**src/hw/rtl/tun_pkg.sv**
```systemverilog
// Shared types and constants for the triangle unit normal pipeline.
// Used by every module of the block; depends on nothing.
package tun_pkg;

    // Default coordinate width; coordinates are sign extended from this width.
    localparam int COORD_BITS_DEF = 32;

    // Fixed field widths of the stream payloads.
    localparam int FIELD_BITS     = 32;
    localparam int NUM_IN_FIELDS  = 9;
    localparam int IN_TDATA_BITS  = FIELD_BITS * NUM_IN_FIELDS;
    localparam int OUT_TDATA_BITS = 3 * FIELD_BITS;

    // Result format: magnitude of each component in Q1.30, found one bit per step.
    localparam int RES_FRAC = 30;
    localparam int RES_BITS = RES_FRAC + 1;

    // Scale of m^2 in the rounding test (2r-1)^2 * S <= m^2 * 2^(2*RES_FRAC+2).
    localparam int M_SHIFT = 2 * RES_FRAC + 2;

    // Control that travels beside the data from stage to stage.
    typedef struct packed {
        logic       valid;
        logic       degen;
        logic [2:0] neg;
    } ctl_t;

endpackage

```
**src/hw/rtl/tun_out_buf.sv**
```systemverilog
// Output register with a skid stage for the result stream.
// Depends on tun_pkg for the payload width.
module tun_out_buf (
    input  logic                                  clk,
    input  logic                                  rst_n,
    input  logic                                  push,
    input  logic [tun_pkg::OUT_TDATA_BITS:0]      push_data,
    output logic                                  up_ready,
    output logic                                  m_axis_tvalid,
    input  logic                                  m_axis_tready,
    output logic [tun_pkg::OUT_TDATA_BITS-1:0]    m_axis_tdata,   // norm_x, norm_y, norm_z
    output logic [0:0]                            m_axis_tuser    // degenerate
);

    localparam int DB = tun_pkg::OUT_TDATA_BITS + 1;

    logic          out_v_reg, skid_v_reg, out_free;
    logic [DB-1:0] out_data_reg, skid_data_reg;

    assign out_free = !out_v_reg || m_axis_tready;

    always_ff @(posedge clk or negedge rst_n)
    begin
        if (!rst_n)
        begin
            out_v_reg  <= 1'b0;
            skid_v_reg <= 1'b0;
        end
        else if (out_free)
        begin
            if (skid_v_reg)
            begin
                out_v_reg  <= 1'b1;
                skid_v_reg <= 1'b0;
            end
            else
            begin
                out_v_reg <= push;
            end
        end
        else if (push)
        begin
            skid_v_reg <= 1'b1;
        end
    end

    always_ff @(posedge clk)
    begin
        if (out_free)
        begin
            if (skid_v_reg)
            begin
                out_data_reg <= skid_data_reg;
            end
            else if (push)
            begin
                out_data_reg <= push_data;
            end
        end
        else if (push)
        begin
            skid_data_reg <= push_data;
        end
    end

    assign up_ready      = !skid_v_reg;
    assign m_axis_tvalid = out_v_reg;
    assign m_axis_tdata  = out_data_reg[DB-2:0];
    assign m_axis_tuser  = out_data_reg[DB-1];

endmodule

```
**config.mk**
```make
export PLATFORM = sky130hd
export DESIGN_NAME = tun_out_buf
export DESIGN_NICKNAME = d
export VERILOG_FILES = /design/src/hw/rtl/tun_pkg.sv /design/src/hw/rtl/tun_out_buf.sv
export SDC_FILE = /design/constraint.sdc
export NUM_CORES = 1
export LEC_CHECK = 0
export BUFFER_PORTS_ARGS = -buffer_cell sky130_fd_sc_hd__buf_2
export CORE_ASPECT_RATIO = 0.6
export CORE_MARGIN = 2
export CORE_UTILIZATION = 52
export CTS_CLUSTER_SIZE = 10
export DETAILED_ROUTE_END_ITERATION = 16
export GPL_ROUTABILITY_DRIVEN = 0
export MAX_ROUTING_LAYER = met4
export PLACE_DENSITY = 0.83
export SLEW_MARGIN = 20
export SYNTH_ARGS = -nofsm -noshare
export SYNTH_HDL_FRONTEND = slang
export SYNTH_SLANG_ARGS = --single-unit
export TNS_END_PERCENT = 50
```
**constraint.sdc**
```tcl
create_clock -name clk -period 7.46 [get_ports clk]
set_input_delay 0 -clock clk [delete_from_list [all_inputs] [get_ports clk]]
set_output_delay 0 -clock clk [all_outputs]
set_load 0.005 [all_outputs]
```
==> reports/results.ini, run 1 <==
[outcome]
status = complete, no violations

[placed_design]
dp_cells = 679
detailed_place_hpwl_um = 8818
io_buffers = 199

[timing]
clock.fmax_ghz = 0.4202
finalSetupViolCount = 0
clock_skew_ns = 0.008988
setup-tns-final_ns = 0
worst_slew_pin_slew_ns = 0.8172
slew_headroom = 0.4552
hold_viol_final = 0
post-route-period-util = 0.3190
rsz0062_at_grt = false
min_period_ns = 2.380
slew_violations = 0

[logic_synthesis]
syn_avg_cell_area_um2 = 22.78
synth_edf_count = 194
yosysMostFrequentCell = edfxtp_1
yosysWarnings = 0
syn-cell-area_mm2 = 0.007108
syn-instance-count = 312
yosysSeqAreaShare = 0.8266
synth_area_leaders = edfxtp_1, mux2_2, mux2_4
synthTopCellsByCount = edfxtp_1, mux2_2, buf_2, mux2_4, buf_6
synth_top_area_cell = edfxtp_1
synth_top_area_share = 0.8196
synth_flop_cell = edfxtp_1
synth_seq_cells = 196
ys_async_sr_fraction = 0.01020
synth_cell_types = 12
syn_nets = 413

[critical_path]
critical-path-max-stage-delay_ns = 0.83
reg2reg_depth = 2
path_class = reg2out
worstPathRequired_ns = 7.46
cp_top_family = buffers and inverters
end_kind = output port
crit_buf_inv = 3
critical_path.slowest_cell = dfrtp_4
crit_arrival_ns = 2.38
critical_path_depth = 3
crit_chain = buf_4 -> inv_1 -> buf_2
crit_path_start_kind = flip-flop
crit_path_max_fanout = 55

[power_and_ir_drop]
ir_drop_mv = 0.1661
leakage_uw = 0.003762
cellPowerDensity_mw_per_mm2 = 245.5

[global_routing]
grt_pass1_vias = 4447
grt_usage = 0.2146
grt_antenna_before_repair = 0
grt_max_degree = 56
grt_pass1_wl_um = 22950
grt_remaining_overflow = 0

[worst_hold_path]
timing.hold.worst_path_depth = 2
min_path_type = in2reg

[route]
totalWireLength_um = 15100
detail-route-antenna-nets = 0
dr_total_vias = 4061
wire_per_inst_um = 18.58
drc = 0
avgViaCountPerCell = 4.995
drt_iter0_markers = 189
drtPass1Iterations = 4

[clocking]
cts_resized = 0
clockBufferDepth = 2
clock-sinks = 196
clock-root-buffer = clkbuf_16
numCtsBuffers = 17
htreeDepth = 4
clk_pin_slew_worst_paths_ns = 0.08
cts_tree = built
clkLatencyLatePin_ns = 0.42
cts_setup_buffers = 0

[finish]
seqCellArea_mm2 = 0.005879
nNetsFinal = 726
layout-drive-gt1-share = 0.5235
fillers = 788
diodes = 0
area_delta_synth_final_pct = 38.88
final_cells = 813
multi_input_area_mm2 = 0.001167

[die]
rows = 33
die_w_um = 154.9
pin_count = 200
start_util = 0.5265
die_area_mm2 = 0.01465
core_area_mm2 = 0.01350
die_y_um = 94.56

[job]
maxCapViolCount = 0

-- stage by stage --
stage	setup WS, ns	hold WS [ns]	total power [µW]	instance area (µm²)	util
global route	4.969	0.2938	2507	9872	0.7312
detailed placement	5.160	-0.2084	1545	8299	0.6147
finish	5.080	0.3050	2423	9872	0.7312
global placement	5.239	-0.2087	1533	8299	0.6147
floorplan	1.372	-0.2956	1450	7108	-
CTS	5.155	0.2898	2433	9872	0.7312
-- worst reg2reg max path: stages (launching register included) --
cell     delay [ns]
dfrtp_4        0.83
buf_4          0.78
mux2_2         0.50
-- metal layers --
| layer | wire (µm) | vias to the layer above | global-route usage |
|---|---|---|---|
| met1 | 6592 | 2030 | 0.2680 |
| met5 | 0 | - | - |
| met4 | 140 | 0 | 0.06096 |
| met3 | 986 | 12 | 0.05828 |
| li1 | - | 1868 | - |
| met2 | 7385 | 151 | 0.3515 |
-- timing repair --
action	in CTS	in global routing
endpoints found under the hold margin	198	0
endpoints found under the setup margin	0	0
hold buffers	102	0
-- cells in the final DEF, fill, tap and decap left out, drive strengths merged --
master / n
nand2: 1
clkinv: 7
nand2b: 1
inv: 7
clkinvlp: 2
dfrtp: 2
buf: 203
edfxtp: 194
a21oi: 1
clkbuf: 18
dlygate4sd3: 102
and3: 1
nor2: 2
mux2: 97
-- kinds of logic (layout without fill, tap and decap cells) --
logic type / after synthesis / in the layout / synth area share
AOI/OAI and AO/OA: 1 / 1 / 0.0007034
buffers and inverters: 13 / 339 / 0.01144
DFF: 196 / 196 / 0.8266
muxes: 97 / 97 / 0.1579
and+or+nand+nor: 5 / 5 / 0.003345
-- path summary, 6_finish.rpt --
path | from | to | slack [ns]
hold / removal | push_data[59] | skid_data_reg[59] | 0.31
setup reg to reg | skid_v_reg | out_data_reg[72] | 5.10
setup / recovery | skid_v_reg | up_ready | 5.08
max in group asynchronous | rst_n | skid_v_reg | 6.85
hold reg to reg | skid_data_reg[12] | out_data_reg[12] | 0.55
min in group asynchronous | rst_n | skid_v_reg | 0.47
-- final cells by class --
cell class	count	area share
Clock inverter	14	0.01242
Inverter	2	0.0007605
Tap cell	175	0.02218
Clock buffer	18	0.04347
Timing Repair Buffer	305	0.2074
Multi-Input combinational cell	103	0.1183
Sequential cell	196	0.5956
-- power breakdown --
group / switching (µW) / total, µW / internal [µW]
logic: 105 / 237 / 132
clock network: 419 / 858 / 439
registers: 26.5 / 1330 / 1300
total: 551 / 2420 / 1870
(Power assumes the default switching activity.)
==> inputs of run 2 (changes only) <==
--- a/config.mk
+++ b/config.mk
@@ -8,12 +8,12 @@
 export BUFFER_PORTS_ARGS = -buffer_cell sky130_fd_sc_hd__buf_2
 export CORE_ASPECT_RATIO = 0.6
 export CORE_MARGIN = 2
-export CORE_UTILIZATION = 52
+export CORE_UTILIZATION = 47
 export CTS_CLUSTER_SIZE = 10
 export DETAILED_ROUTE_END_ITERATION = 16
 export GPL_ROUTABILITY_DRIVEN = 0
 export MAX_ROUTING_LAYER = met4
-export PLACE_DENSITY = 0.83
+export PLACE_DENSITY = 0.79
 export SLEW_MARGIN = 20
 export SYNTH_ARGS = -nofsm -noshare
 export SYNTH_HDL_FRONTEND = slang
==> constraint.sdc (replaced) <==
create_clock -name clk -period 2.16 [get_ports clk]
set_input_delay 0 -clock clk [delete_from_list [all_inputs] [get_ports clk]]
set_output_delay 0 -clock clk [all_outputs]
set_load 0.005 [all_outputs]
==> run 2 against run 1 <==
Compared with the run above: combinational power grew to 3.6 times the previous value; die area rose by 10%; critical endpoint is now out_data_reg[20]; sequential cell count is the same; wire length is 0.42% lower; global-route usage decreased by 1.9 points; critical path depth unchanged; cell area grew 1.3%.
==> reports/results.ini, run 2 (synthesized netlist as in run 1, its figures left out) <==
[outcome]
status = complete, no violations

[timing]
setup-tns-final_ns = 0  ; unchanged
hold_viol_final = 0  ; unchanged
clock.fmax_ghz = 0.5683
slew_violations = 0  ; unchanged
clock_skew_ns = 0.01073  ; +0.001741 ns
min_period_ns = 1.760
rsz0062_at_grt = false
slew_headroom = 0.6839  ; +0.2287
worst_slew_pin_slew_ns = 0.4742  ; -0.3430 ns
hold_ws_ns = 0.2978  ; -0.007260 ns
post-route-period-util = 0.8146
setup_slack_ns = 0.4004  ; -4.680 ns
finalSetupViolCount = 0  ; unchanged

[finish]
layout-drive-gt1-share = 0.5266  ; +0.003052
diodes = 0  ; unchanged
area_delta_synth_final_pct = 40.73
fillers = 927  ; +18%
seqCellArea_mm2 = 0.005879  ; unchanged
final_cell_mix = buf_2, edfxtp_1, dlygate4sd3_1
final_common_cell = buf_2
nNetsFinal = 728  ; +0.28%
final_util = 0.6836  ; -0.04760
multi_input_area_mm2 = 0.001175  ; +0.64%

[global_routing]
grt_pass1_wl_um = 23000  ; +0.24%
grt_remaining_overflow = 0  ; unchanged
grt_max_degree = 77  ; +38%
grt_antenna_before_repair = 0  ; unchanged
grt_pass1_vias = 4387  ; -1.3%
grt_usage = 0.1960  ; -0.01858

[power_and_ir_drop]
p_clk_frac = 0.356  ; +0.002
power.net_switching_uw = 1932  ; +250%
leakage_uw = 0.003804  ; +1.1%
pwr-share-seq = 0.542  ; -0.006
pwr-share-comb = 0.101  ; +0.003
intPower_uw = 6508  ; +250%
ir_drop_mv = 0.5475  ; +230%
switching_share = 0.2289  ; +0.001697
cellPowerDensity_mw_per_mm2 = 843.7  ; +240%

[clocking]
clock-root-buffer = clkbuf_16
cts_setup_buffers = 0  ; unchanged
clkLatencyLatePin_ns = 0.42  ; about the same
clk_pin_slew_worst_paths_ns = 0.07  ; about the same
clock-sinks = 196  ; unchanged
numCtsBuffers = 17  ; unchanged
htreeDepth = 4  ; unchanged
clockBufferDepth = 2  ; unchanged
hold_buffers = 102  ; unchanged
cts_tree = built
cts_resized = 0  ; unchanged

[die]
rows = 34  ; +3.0%
core_area_mm2 = 0.01463  ; +8.4%
pin_count = 200  ; unchanged
die_area_mm2 = 0.01616  ; +10%
start_util = 0.4857  ; -0.04074
die_w_um = 162.8  ; +5.1%
die_y_um = 99.26  ; +5.0%

[critical_path]
crit_chain = nor2_4 -> a21oi_4 -> buf_12
crit_path_max_fanout = 76  ; +38%
crit_arrival_ns = 1.82  ; -0.56 ns
critical_path.slowest_cell = dfrtp_4
rr_endpoint = out_data_reg[20]
path_class = reg2reg
end_kind = flip-flop
reg2reg_depth = 3  ; +1
worstPathRequired_ns = 2.22  ; -5.24 ns
setup.worst_path.start = skid_v_reg
crit_path_start_kind = flip-flop
r2r-start = skid_v_reg
critical-path-max-stage-delay_ns = 0.69  ; -0.14 ns
ff2ff_setup_slack_ns = 0.40  ; -4.70 ns

[route]
detail-route-antenna-nets = 0  ; unchanged
totalWireLength_um = 15040  ; -0.42%
wire_per_inst_um = 17.95  ; -3.4%
drc = 0  ; unchanged
avgViaCountPerCell = 4.899  ; -1.9%
drtPass1Iterations = 4  ; unchanged
dr_total_vias = 4105  ; +1.1%
drt_iter0_markers = 283  ; +50%

[placed_design]
io_buffers = 199  ; unchanged
detailed_place_hpwl_um = 9190  ; +4.2%
dp_slack_ns = 0.4830  ; -4.677 ns

[worst_hold_path]
min_path_type = in2reg
hold_path_end = skid_data_reg[77]
worstHoldStart = push_data[77]
timing.hold.worst_path_depth = 2  ; unchanged

[job]
maxCapViolCount = 0  ; unchanged

## run 2: changes by cell type in the layout (fill, tap and decap cells not counted), sizes merged
cell and delta:
inv +3, buf +2, clkinvlp -2, clkinv -1
## run 2: stage by stage
stage / total power [µW] / area [µm²] / std cells
after floorplan: 4989 / 7132 / 312
after global placement: 5327 / 8413 / 704
after detailed placement: 5368 / 8413 / 704
after CTS: 8490 / 10000 / 838
after global routing: 8734 / 10000 / 838
final: 8439 / 10000 / 838
## run 2: power by group through the flow
stage	Clock [µW]	Combinational, µW	Sequential, µW
global route	3210	927	4600
finish	3010	856	4580
CTS	3060	857	4570
floorplan	0	328	4660
detailed placement	0	711	4660
global placement	0	680	4650
## run 2: per-layer routing
layer  up-vias  global-route usage  part of all wire
met5         -                   -                 0
met4         0             0.05174            0.0094
met3        16             0.06255             0.074
met2       177              0.3100              0.48
met1      2027              0.2482              0.43
li1       1885                   -                 -
## run 2: worst max-delay path: cells and delay by family (launching register included)
kind                   cells  cell delay, ns
DFF                        1            0.69
and+or+nand+nor            1            0.08
AOI/OAI and AO/OA          1            0.18
buffers and inverters      1            0.33
## run 2: layout make-up
cell class                      instances  share of cell area
Clock buffer                           18             0.04290
Clock inverter                         14             0.01401
Inverter                                2           0.0007505
Multi-Input combinational cell        103              0.1174
Sequential cell                       196              0.5877
Tap cell                              198             0.02477
Timing Repair Buffer                  307              0.2124
## run 2: worst max path at each step
stage                             to  slack (ns)  cells after the start
finish              out_data_reg[20]        0.40                      3
global route        out_data_reg[94]        0.36                      3
CTS                  out_data_reg[2]        0.43                      3
detailed placement   out_data_reg[2]        0.48                      3
global placement    out_data_reg[41]        0.52                      3
floorplan            out_data_reg[0]       -0.62                      5
